### src/cfe_pkg.sv
`timescale 1ns / 1ps
`default_nettype none

package cfe_pkg;

  typedef enum logic [2:0] {
    OP_LOAD = 3'd0,
    OP_NEXT = 3'd1,
    OP_INC  = 3'd2,
    OP_DEC  = 3'd3,
    OP_TICK = 3'd4
  } opcode_t;

  localparam logic [2:0] FLD_YEAR   = 3'd0;
  localparam logic [2:0] FLD_MONTH  = 3'd1;
  localparam logic [2:0] FLD_DAY    = 3'd2;
  localparam logic [2:0] FLD_HOUR   = 3'd3;
  localparam logic [2:0] FLD_MINUTE = 3'd4;
  localparam logic [2:0] FLD_SECOND = 3'd5;

  localparam logic [6:0] YEAR_MAX   = 7'd99;
  localparam logic [6:0] MONTH_MIN  = 7'd1;
  localparam logic [6:0] MONTH_MAX  = 7'd12;
  localparam logic [6:0] DAY_MIN    = 7'd1;
  localparam logic [6:0] HOUR_MAX   = 7'd23;
  localparam logic [6:0] MINUTE_MAX = 7'd59;
  localparam logic [6:0] SECOND_MAX = 7'd59;
  localparam logic [6:0] ZERO_MIN   = 7'd0;

  localparam logic [15:0] BLINK_HALF_RESET = 16'd500;

  typedef struct packed {
    logic [2:0] opcode;
    logic [6:0] load_year;
    logic [3:0] load_month;
    logic [4:0] load_day;
    logic [4:0] load_hour;
    logic [5:0] load_minute;
    logic [5:0] load_second;
  } in_item_t;

  typedef struct packed {
    logic [6:0] year;
    logic [3:0] month;
    logic [4:0] day;
    logic [4:0] hour;
    logic [5:0] minute;
    logic [5:0] second;
    logic [2:0] selected_field;
    logic       blank_selected;
  } out_item_t;

  // Month length; February is 29 days when the year is a multiple of four.
  function automatic logic [6:0] month_days(input logic [6:0] yr, input logic [6:0] mo);
    logic [6:0] len;
    len = 7'd31;
    if (mo == 7'd4 || mo == 7'd6 || mo == 7'd9 || mo == 7'd11) begin
      len = 7'd30;
    end else if (mo == 7'd2) begin
      len = (yr[1:0] == 2'b00) ? 7'd29 : 7'd28;
    end
    return len;
  endfunction

  // Above the max goes to the min, below the min goes to the max.
  function automatic logic [6:0] wrap_field(input logic signed [8:0] v,
                                            input logic [6:0] lo,
                                            input logic [6:0] hi);
    logic [6:0] res;
    res = v[6:0];
    if (v > $signed({2'b00, hi})) begin
      res = lo;
    end else if (v < $signed({2'b00, lo})) begin
      res = hi;
    end
    return res;
  endfunction

endpackage

`default_nettype wire

### src/calendar_field_editor_core.sv
`timescale 1ns / 1ps
`default_nettype none

// Calendar field editor: six date/time fields, an edit selection and a blink flag.
// Input channel (in_valid/in_ready/in_data) carries one operation per item:
// load, next field, increment, decrement or tick. Every item yields exactly one
// result item on the output channel (out_valid/out_ready/out_data) showing the
// full state after that operation.
// The state and the result register update at the edge where the item is
// accepted, and out_valid is high from the next cycle.
// Throughput is one item per cycle while out_ready is high; the whole update is
// one pass of compare-and-wrap logic between the state and result registers.
// When the receiver stalls, the result register holds and in_ready drops until
// the result is taken; an item is accepted in the same cycle the held result
// leaves.
// cfg_wr_en/cfg_wr_data write the blink half period (ticks between toggles).
// Reset (rst_n low, synchronous) clears all fields, the selection, the blink
// flag and the divider, sets the half period to 500 and empties the result
// register.
module calendar_field_editor_core (
  input  wire                  clk,
  input  wire                  rst_n,
  input  wire                  in_valid,
  output logic                 in_ready,
  input  cfe_pkg::in_item_t    in_data,
  output logic                 out_valid,
  input  wire                  out_ready,
  output cfe_pkg::out_item_t   out_data,
  input  wire                  cfg_wr_en,
  input  wire [15:0]           cfg_wr_data
);
  import cfe_pkg::*;

  logic [15:0] half_r;
  logic [6:0]  year_r, year_nxt;
  logic [3:0]  month_r, month_nxt;
  logic [4:0]  day_r, day_nxt;
  logic [4:0]  hour_r, hour_nxt;
  logic [5:0]  minute_r, minute_nxt;
  logic [5:0]  second_r, second_nxt;
  logic [2:0]  sel_r, sel_nxt;
  logic        blink_r, blink_nxt;
  logic [15:0] div_r, div_nxt;
  logic        out_valid_r;
  out_item_t   out_data_r, out_data_nxt;

  logic              accept;
  logic signed [8:0] delta;
  logic [6:0]        w_year, w_month, w_day, w_hour, w_minute, w_second;
  logic [16:0]       div_inc;

  function automatic logic signed [8:0] edited(input logic [6:0] f, input logic hit,
                                                input logic signed [8:0] d);
    return $signed({2'b00, f}) + (hit ? d : 9'sd0);
  endfunction

  assign in_ready = !out_valid_r || out_ready;
  assign accept   = in_valid && in_ready;
  assign div_inc  = {1'b0, div_r} + 17'd1;

  always_comb begin
    delta = (in_data.opcode == OP_DEC) ? -9'sd1 : 9'sd1;
    w_year   = wrap_field(edited(year_r, sel_r == FLD_YEAR, delta), ZERO_MIN, YEAR_MAX);
    w_month  = wrap_field(edited({3'b000, month_r}, sel_r == FLD_MONTH, delta),
                          MONTH_MIN, MONTH_MAX);
    // day bound follows the already wrapped year and month
    w_day    = wrap_field(edited({2'b00, day_r}, sel_r == FLD_DAY, delta),
                          DAY_MIN, month_days(w_year, w_month));
    w_hour   = wrap_field(edited({2'b00, hour_r}, sel_r == FLD_HOUR, delta),
                          ZERO_MIN, HOUR_MAX);
    w_minute = wrap_field(edited({1'b0, minute_r}, sel_r == FLD_MINUTE, delta),
                          ZERO_MIN, MINUTE_MAX);
    w_second = wrap_field(edited({1'b0, second_r}, sel_r == FLD_SECOND, delta),
                          ZERO_MIN, SECOND_MAX);

    year_nxt   = year_r;
    month_nxt  = month_r;
    day_nxt    = day_r;
    hour_nxt   = hour_r;
    minute_nxt = minute_r;
    second_nxt = second_r;
    sel_nxt    = sel_r;
    blink_nxt  = blink_r;
    div_nxt    = div_r;

    unique case (in_data.opcode)
      OP_LOAD: begin
        year_nxt   = in_data.load_year;
        month_nxt  = in_data.load_month;
        day_nxt    = in_data.load_day;
        hour_nxt   = in_data.load_hour;
        minute_nxt = in_data.load_minute;
        second_nxt = in_data.load_second;
        sel_nxt    = FLD_YEAR;
      end
      OP_NEXT: begin
        sel_nxt = (sel_r == FLD_SECOND) ? FLD_YEAR : sel_r + 3'd1;
      end
      OP_INC, OP_DEC: begin
        year_nxt   = w_year;
        month_nxt  = w_month[3:0];
        day_nxt    = w_day[4:0];
        hour_nxt   = w_hour[4:0];
        minute_nxt = w_minute[5:0];
        second_nxt = w_second[5:0];
      end
      OP_TICK: begin
        if (div_inc >= {1'b0, half_r}) begin
          div_nxt   = '0;
          blink_nxt = !blink_r;
        end else begin
          div_nxt = div_inc[15:0];
        end
      end
      default: begin
        // unused opcodes leave the state alone
      end
    endcase

    out_data_nxt.year           = year_nxt;
    out_data_nxt.month          = month_nxt;
    out_data_nxt.day            = day_nxt;
    out_data_nxt.hour           = hour_nxt;
    out_data_nxt.minute         = minute_nxt;
    out_data_nxt.second         = second_nxt;
    out_data_nxt.selected_field = sel_nxt;
    out_data_nxt.blank_selected = blink_nxt;
  end

  always_ff @(posedge clk) begin
    if (!rst_n) begin
      half_r      <= BLINK_HALF_RESET;
      year_r      <= '0;
      month_r     <= '0;
      day_r       <= '0;
      hour_r      <= '0;
      minute_r    <= '0;
      second_r    <= '0;
      sel_r       <= FLD_YEAR;
      blink_r     <= 1'b0;
      div_r       <= '0;
      out_valid_r <= 1'b0;
    end else begin
      if (cfg_wr_en) begin
        half_r <= cfg_wr_data;
      end
      if (accept) begin
        year_r      <= year_nxt;
        month_r     <= month_nxt;
        day_r       <= day_nxt;
        hour_r      <= hour_nxt;
        minute_r    <= minute_nxt;
        second_r    <= second_nxt;
        sel_r       <= sel_nxt;
        blink_r     <= blink_nxt;
        div_r       <= div_nxt;
        out_valid_r <= 1'b1;
      end else if (out_ready) begin
        out_valid_r <= 1'b0;
      end
    end
  end

  always_ff @(posedge clk) begin
    if (accept) begin
      out_data_r <= out_data_nxt;
    end
  end

  assign out_valid = out_valid_r;
  assign out_data  = out_data_r;

endmodule

`default_nettype wire

### config.mk
export PLATFORM = sky130hd
export DESIGN_NAME = calendar_field_editor_core
export DESIGN_NICKNAME = d
export VERILOG_FILES = /design/src/cfe_pkg.sv /design/src/calendar_field_editor_core.sv
export SDC_FILE = /design/constraint.sdc
export NUM_CORES = 1
export LEC_CHECK = 0
export BUFFER_PORTS_ARGS = -buffer_cell sky130_fd_sc_hd__buf_4
export CAP_MARGIN = 10
export CORE_AREA = 4 4 141 143
export CTS_BUF_LIST = sky130_fd_sc_hd__clkbuf_4
export DETAILED_ROUTE_END_ITERATION = 10
export DIE_AREA = 0 0 145 147
export PLACE_DENSITY_LB_ADDON = 0.12
export SYNTH_ARGS = -nofsm -noshare
export SYNTH_HDL_FRONTEND = slang
export SYNTH_SLANG_ARGS = --single-unit
### constraint.sdc
create_clock -name clk -period 5.1 [get_ports clk]
set_clock_uncertainty 0.2 [all_clocks]
set_input_delay 0.255 -clock clk [delete_from_list [all_inputs] [get_ports clk]]
set_output_delay 0.255 -clock clk [all_outputs]
set_load 0.01 [all_outputs]
==> flow_metrics.py, run 1 <==
metrics = {
    "drt": {
        "routedLengthMet1_um": 9440,
        "viasPerCell": 5.55,
        "routed_wl_um": 21000,
        "drtPass1Iterations": 5,
        "antenna_left": 0,
        "route.detailed.drc": 0,
        "top_layer": "met4",
        "routedWlPerCell_um": 16.8,
        "met2_length_um": 10600,
        "dr_wl_met3_um": 716,
        "vias": 6920,
        "drt_iter0_markers": 414,
    },
    "worst_setup_path": {
        "cp_num_buf_inv": 2,
        "path_class": "reg -> reg",
        "required_ps": 5170,
        "reg2regPathDepth": 21,
        "crit_chain": "or3b_1 > clkinv_2 > nand2_1 > nand2_1 > nand2_1 > ha_4 > or4_1 > or4_1 > o2111ai_1 > nor3_1 > mux2i_2 > nor2_1 > nor2_1 > ha_1 > a21oi_1 > a211oi_1 > a31oi_1 > nor2_1 > nor2_1 > a222oi_1 > inv_1",
        "worstPathMaxFanout": 13,
        "cp.arrival_ps": 4820,
        "cp_top_family": "simple AND/OR/NAND/NOR gates",
        "worst_path_max_delay_cell": "or3b_1",
        "rrSetupSlack_ps": 360,
        "r2r_end": "out_data[23]$_DFFE_PP_",
        "critPathMaxStageDelay_ps": 420,
        "start_kind": "flop",
        "crit_path_frequent_cell": "nor2_1",
        "crit_path_end_kind": "flop",
        "r2r_start": "sel_r[2]$_SDFFE_PN0P_",
    },
    "clock_tree": {
        "cts_buffer_depth": 2,
        "cts_tree": "yes",
        "htree_levels": 3,
        "cts_buffers": 9,
        "clkLatencyLatePin_ps": 500,
        "cts_root_buffer": "clkbuf_4",
        "clk_pin_slew_worst_paths_ps": 180,
        "cts.sinks": 107,
    },
    "timing": {
        "hold_viol": 0,
        "fin_ws_ps": 357,
        "hold-worst-slack_ps": 74.4,
        "fin_crit_sh": 0.930,
        "setup_tns_ps": 0,
        "tightest_slew_ps": 993,
        "fmax_ghz": 0.211,
        "finalWorstPathRequiredPeriod_ps": 4740,
        "slew_viol_final": 0,
        "rsz0062_at_grt": "no",
        "slew_headroom": 0.333,
        "setup_viol": 0,
    },
    "grt": {
        "grt_pass1_vias": 6832,
        "grt_max_degree": 48,
        "grt.total_usage": 0.196,
        "grt_pass1_wl_um": 34700,
        "globalRouteOverflowTotal": 0,
        "antenna_found_initial": 1,
    },
    "synthesis": {
        "syn_area_um2": 7400,
        "async_flop_share": 0,
        "synth-edff-count": 37,
        "synth-seq-cells": 107,
        "yosysTopAreaCell": "dfxtp_1",
        "synth_top_area_frac": 0.189,
        "avgSynthCellArea_um2": 8.71,
        "synth.area.top_cells": "dfxtp_1 19%, edfxtp_1 15%, ha_1 9.6%, a21oi_1 3.7%, nand2_1 3.4%",
        "synthFlopType": "dfxtp_1",
        "ys_warn_count": 0,
        "syn_inst": 849,
        "syn_nets": 968,
        "seq_area_frac_synth": 0.340,
        "synth.distinct_cells": 76,
    },
    "floorplanning": {
        "fp.dieW_um": 145,
        "rows": 50,
        "boundaryPins": 96,
        "core-area_um2": 18600,
        "die-area_um2": 21300,
        "die_y_um": 147,
        "initial_core_util": 0.398,
    },
    "power_and_ir_drop": {
        "ir_drop_v": 0.0000935,
        "p_total_mw": 2.01,
        "leakage_nw": 4.15,
        "pwr_density_cell_nw_per_um2": 216,
    },
    "place": {
        "dpl-instance-area_um2": 8400,
        "dpl_worst_slack_ps": 236,
        "place_congestion": 0.897,
        "place_inst": 1156,
        "dpl.hpwl_um": 14300,
        "portBuffers": 95,
    },
    "job": {
        "cap_violations": 0,
    },
    "finish": {
        "layout-drive-gt1-share": 0.173,
        "design_area_um2": 9320,
        "fill_cells": 1772,
        "area_delta_synth_final_pct": 26.0,
        "multi_input_area_um2": 4530,
        "layout.nets": 1126,
        "final_cells": 1247,
        "utilization": 0.501,
        "ff_latch_area_um2": 2510,
    },
    "hold_path": {
        "hold_class": "in -> reg",
        "holdPathStages": 3,
        "hold_start": "rst_n",
        "hold_path_end": "div_r[9]$_SDFFE_PN0P_",
    },
    "run_status": {
        "outcome": "completed",
    },
}
[worst max-delay path by stage]
stage / start / to / slack (ps) / depth (start not counted)
finish: sel_r[2]$_SDFFE_PN0P_ / out_data[23]$_DFFE_PP_ / 360 / 21
global placement: sel_r[2]$_SDFFE_PN0P_ / out_data[25]$_DFFE_PP_ / 320 / 20
global route: sel_r[0]$_SDFFE_PN0P_ / out_data[23]$_DFFE_PP_ / 9 / 18
floorplan: sel_r[0]$_SDFFE_PN0P_ / out_data[23]$_DFFE_PP_ / 380 / 24
CTS: sel_r[2]$_SDFFE_PN0P_ / out_data[25]$_DFFE_PP_ / 200 / 20
detailed placement: sel_r[2]$_SDFFE_PN0P_ / out_data[25]$_DFFE_PP_ / 240 / 20
[state kept, by name, summed over array words and instances (netlist names)]
name / cells
blink_r: 1
day_r: 5
div_r: 16
half_r: 16
hour_r: 5
minute_r: 6
month_r: 4
out_data: 37
out_valid: 1
second_r: 6
sel_r: 3
year_r: 7
[Yosys cell counts (9+ instances only)]
| master | instances |
|---|---|
| nand2_1 | 67 |
| or3_1 | 18 |
| or2_2 | 13 |
| a211o_1 | 9 |
| nand2b_1 | 14 |
| a21oi_1 | 54 |
| xor2_1 | 16 |
| xnor2_1 | 23 |
| nor3_1 | 21 |
| a22o_1 | 12 |
| o211ai_1 | 11 |
| dfxtp_1 | 70 |
| clkbuf_1 | 40 |
| nor2_1 | 60 |
| a31oi_1 | 9 |
| edfxtp_1 | 37 |
| o21ai_0 | 45 |
| ha_1 | 57 |
| nand3_1 | 17 |
| o21ba_2 | 11 |
| inv_1 | 53 |
| o22ai_1 | 13 |
| a21o_1 | 17 |
| mux2i_1 | 13 |
| a211oi_1 | 12 |
[cells in the final DEF, fill, tap and decap left out, drive strengths merged, types with 8 or more instances in the layout]
master and instances:
nor3 21, ha 57, inv 56, o22ai 13, o221ai 8, nand2b 14
and2 8, mux2i 13, a211o 9, a211oi 12, nand3 17, o21ba 11
o21ai 46, clkbuf 9, xor2 16, xnor2 23, a21oi 54, dlygate4sd3 73
o211ai 12, buf 119, a22o 12, or3 18, a21o 17, or2 13
dfxtp 70, nor2 60, a31oi 9, edfxtp 37, nand2 67
[metal layers]
layer  global-route usage  vias to the layer above
met5                    0                        -
met4               0.0442                        0
met3               0.0275                       15
met2                0.354                      150
met1                0.250                     3292
li1                     -                     3463
[worst register-to-register path: cells and delay by family, from the launching register on]
kind	cells	cell delay, ps
compound gates	5	970
fa+ha+maj	2	510
buf+inv	2	200
flops	1	370
mux	1	180
simple gates	11	2120
[power by group]
part | leakage (nW) | internal, mW | switching, mW
Clock | 0.0839 | 0.157 | 0.325
Combinational | 3.12 | 0.261 | 0.277
Sequential | 0.947 | 0.950 | 0.0398
Total | 4.15 | 1.37 | 0.642
[final cells by class]
class	instances	share of cell area
diodes	1	0.000269
clock buffers	9	0.00725
clock inverters	7	0.00887
inverters	54	0.0219
multi-input cells	643	0.486
flip-flops and latches	107	0.270
well taps	234	0.0314
repair buffers	192	0.174
[timing repair]
item,CTS,global route
setup buffers,0,1
endpoints found under the hold margin,76,0
resized for setup,0,5
endpoints found under the setup margin,0,8
hold buffers,73,0
[cells by family after synthesis]
group	synth area share
XOR/XNOR	0.0462
AO/OA/AOI/OAI	0.253
flip-flops	0.340
adder cells (fa/ha/maj)	0.110
multiplexers	0.0176
buffers and inverters	0.0513
AND/OR/NAND/NOR	0.183
Power figures use the tool's default switching activity.
==> run 2, diff against run 1 <==
REMOVE_ABC_BUFFERS = 1   (was unset)
clock period = 4 ns   (was 5.1 ns; I/O delays follow)
==> run 2 against run 1 <==
Against the previous run:
- the flow now finishes with violations (negative setup slack)
- die area unchanged
- global-route usage about the same
- sequential cell count unchanged
- via count up 3.0%
- critical path type unchanged
- critical endpoint is now out_data[25]$_DFFE_PP_
==> flow_metrics.py, run 2 (synthesis gave the netlist of run 1 again) <==
metrics = {
    "clock_tree": {
        "cts_tree": "yes",
        "cts_buffers": 9,
        "clkLatencyLatePin_ps": 510,
        "clk_pin_slew_worst_paths_ps": 200,
        "cts.sinks": 107,
        "cts_buffer_depth": 2,
        "cts_root_buffer": "clkbuf_4",
        "htree_levels": 3,
    },
    "drt": {
        "routed_wl_um": 21100,
        "antenna_left": 0,
        "route.detailed.drc": 0,
        "viasPerCell": 5.38,
        "drtPass1Iterations": 5,
        "drt_iter0_markers": 355,
        "routedWlPerCell_um": 15.9,
        "vias": 7126,
    },
    "floorplanning": {
        "initial_core_util": 0.398,
        "fp.dieW_um": 145,
        "boundaryPins": 96,
        "rows": 50,
        "die_y_um": 147,
        "core-area_um2": 18600,
        "die-area_um2": 21300,
    },
    "place": {
        "place_inst": 1222,
        "portBuffers": 95,
        "dpl.hpwl_um": 14800,
        "place_congestion": 0.869,
    },
    "timing": {
        "tightest_slew_ps": 827,
        "rsz0062_at_grt": "yes",
        "finalWorstPathRequiredPeriod_ps": 4430,
        "fin_ws_ps": -430,
        "slew_viol_final": 0,
        "slew_headroom": 0.448,
        "fin_crit_sh": 1.11,
        "setup_viol": 10,
        "hold_viol": 0,
        "fmax_ghz": 0.226,
    },
    "finish": {
        "largest_reg_flops": 37,
        "final_cells": 1325,
        "layout-drive-gt1-share": 0.253,
        "ff_latch_area_um2": 2510,
        "mostFrequentLayoutCell": "buf_4",
        "fill_cells": 1740,
        "final_cell_mix": "195 x buf_4, 74 x dlygate4sd3_1, 69 x dfxtp_1, 63 x nand2_1, 57 x nor2_1",
        "area_delta_synth_final_pct": 35.8,
        "layout.nets": 1204,
        "multi_input_area_um2": 4680,
    },
    "worst_setup_path": {
        "cp_num_buf_inv": 4,
        "worst_path_max_delay_cell": "or4_1",
        "required_ps": 4070,
        "path_class": "reg -> reg",
        "cp_top_family": "simple AND/OR/NAND/NOR gates",
        "crit_chain": "or3b_4 > clkinv_4 > ha_4 > buf_4 > or4_1 > and3_4 > buf_4 > or4_1 > o211ai_1 > o211ai_2 > ha_1 > a211oi_2 > a31oi_1 > nor2_2 > nor2_4 > a222oi_1 > inv_1",
        "worstPathMaxFanout": 7,
        "critPathMaxStageDelay_ps": 530,
        "start_kind": "flop",
        "cp.arrival_ps": 4500,
        "rrSetupSlack_ps": -430,
        "crit_path_end_kind": "flop",
    },
    "grt": {
        "grt_pass1_vias": 7200,
        "antenna_found_initial": 1,
        "grt_max_degree": 48,
        "grt.total_usage": 0.196,
        "grt_pass1_wl_um": 35100,
        "globalRouteOverflowTotal": 0,
    },
    "power_and_ir_drop": {
        "ir_drop_v": 0.000203,
        "pwr_density_cell_nw_per_um2": 260,
        "p_total_mw": 2.62,
        "leakage_nw": 4.56,
    },
    "job": {
        "cap_violations": 0,
    },
    "run_status": {
        "outcome": "finished, violations left",
        "violations": "negative setup slack",
    },
    "hold_path": {
        "hold_class": "in -> reg",
    },
}
-- run 2: layout make-up --
class / instances / area share
inverter: 54 / 0.0207
clock inverter: 7 / 0.00672
timing repair buffer: 270 / 0.221
clock buffer: 9 / 0.00672
multi-input combinational: 643 / 0.466
tap: 234 / 0.0291
antenna: 1 / 0.000249
sequential: 107 / 0.250
-- run 2: where the power goes --
part | internal [mW] | switching [mW]
clock network | 0.144 | 0.431
logic | 0.402 | 0.384
registers | 1.21 | 0.0452
-- run 2: per-stage QoR --
stage                      util  hold slack (ps)  TNS (ps)  setup slack (ps)  instance area [um2]
after CTS                 0.536             60.7     -3260              -424                 9960
after global routing      0.541              133     -6080              -633                10000
final                     0.541              109     -3090              -430                10000
after global placement    0.479              221     -3380              -448                 8900
after detailed placement  0.479              223     -4380              -540                 8900
after floorplan               -             98.6     -5870              -695                 7220
-- run 2: path summary, 6_finish.rpt --
kind | startpoint | end | cells past startpoint
worst max-delay path | sel_r[0]$_SDFFE_PN0P_ | out_data[25]$_DFFE_PP_ | 17
worst min-delay path | in_data[34] | out_data[3]$_DFFE_PP_ | 5
worst max register to register | sel_r[0]$_SDFFE_PN0P_ | out_data[25]$_DFFE_PP_ | 17
worst min register to register | div_r[1]$_SDFFE_PN0P_ | div_r[1]$_SDFFE_PN0P_ | 2
-- run 2: worst reg2reg max path, cell delays in order (launching register included) --
cell and delay [ps]:
dfxtp_2 360, or3b_4 240, clkinv_4 70, ha_4 170, buf_4 160, or4_1 530
and3_4 210, buf_4 150, or4_1 480, o211ai_1 150, o211ai_2 120, ha_1 300
a211oi_2 180, a31oi_1 130, nor2_2 190, nor2_4 80, a222oi_1 410, inv_1 70
-- run 2: routing by layer --
layer / global-route usage / wire length [um] / part of all wire
met2: 0.345 / 10200 / 0.48
met3: 0.0312 / 663 / 0.031
met5: 0 / 0 / 0
met1: 0.257 / 10000 / 0.47
met4: 0.0380 / 255 / 0.012
-- run 2: repair_timing --
action	4_1_cts	5_1_grt
setup buffers	14	2
pin swaps	19	15
endpoints found under the hold margin	88	0
cloned	0	0
endpoints found under the setup margin	10	36
hold buffers	74	0
resized for setup	22	21
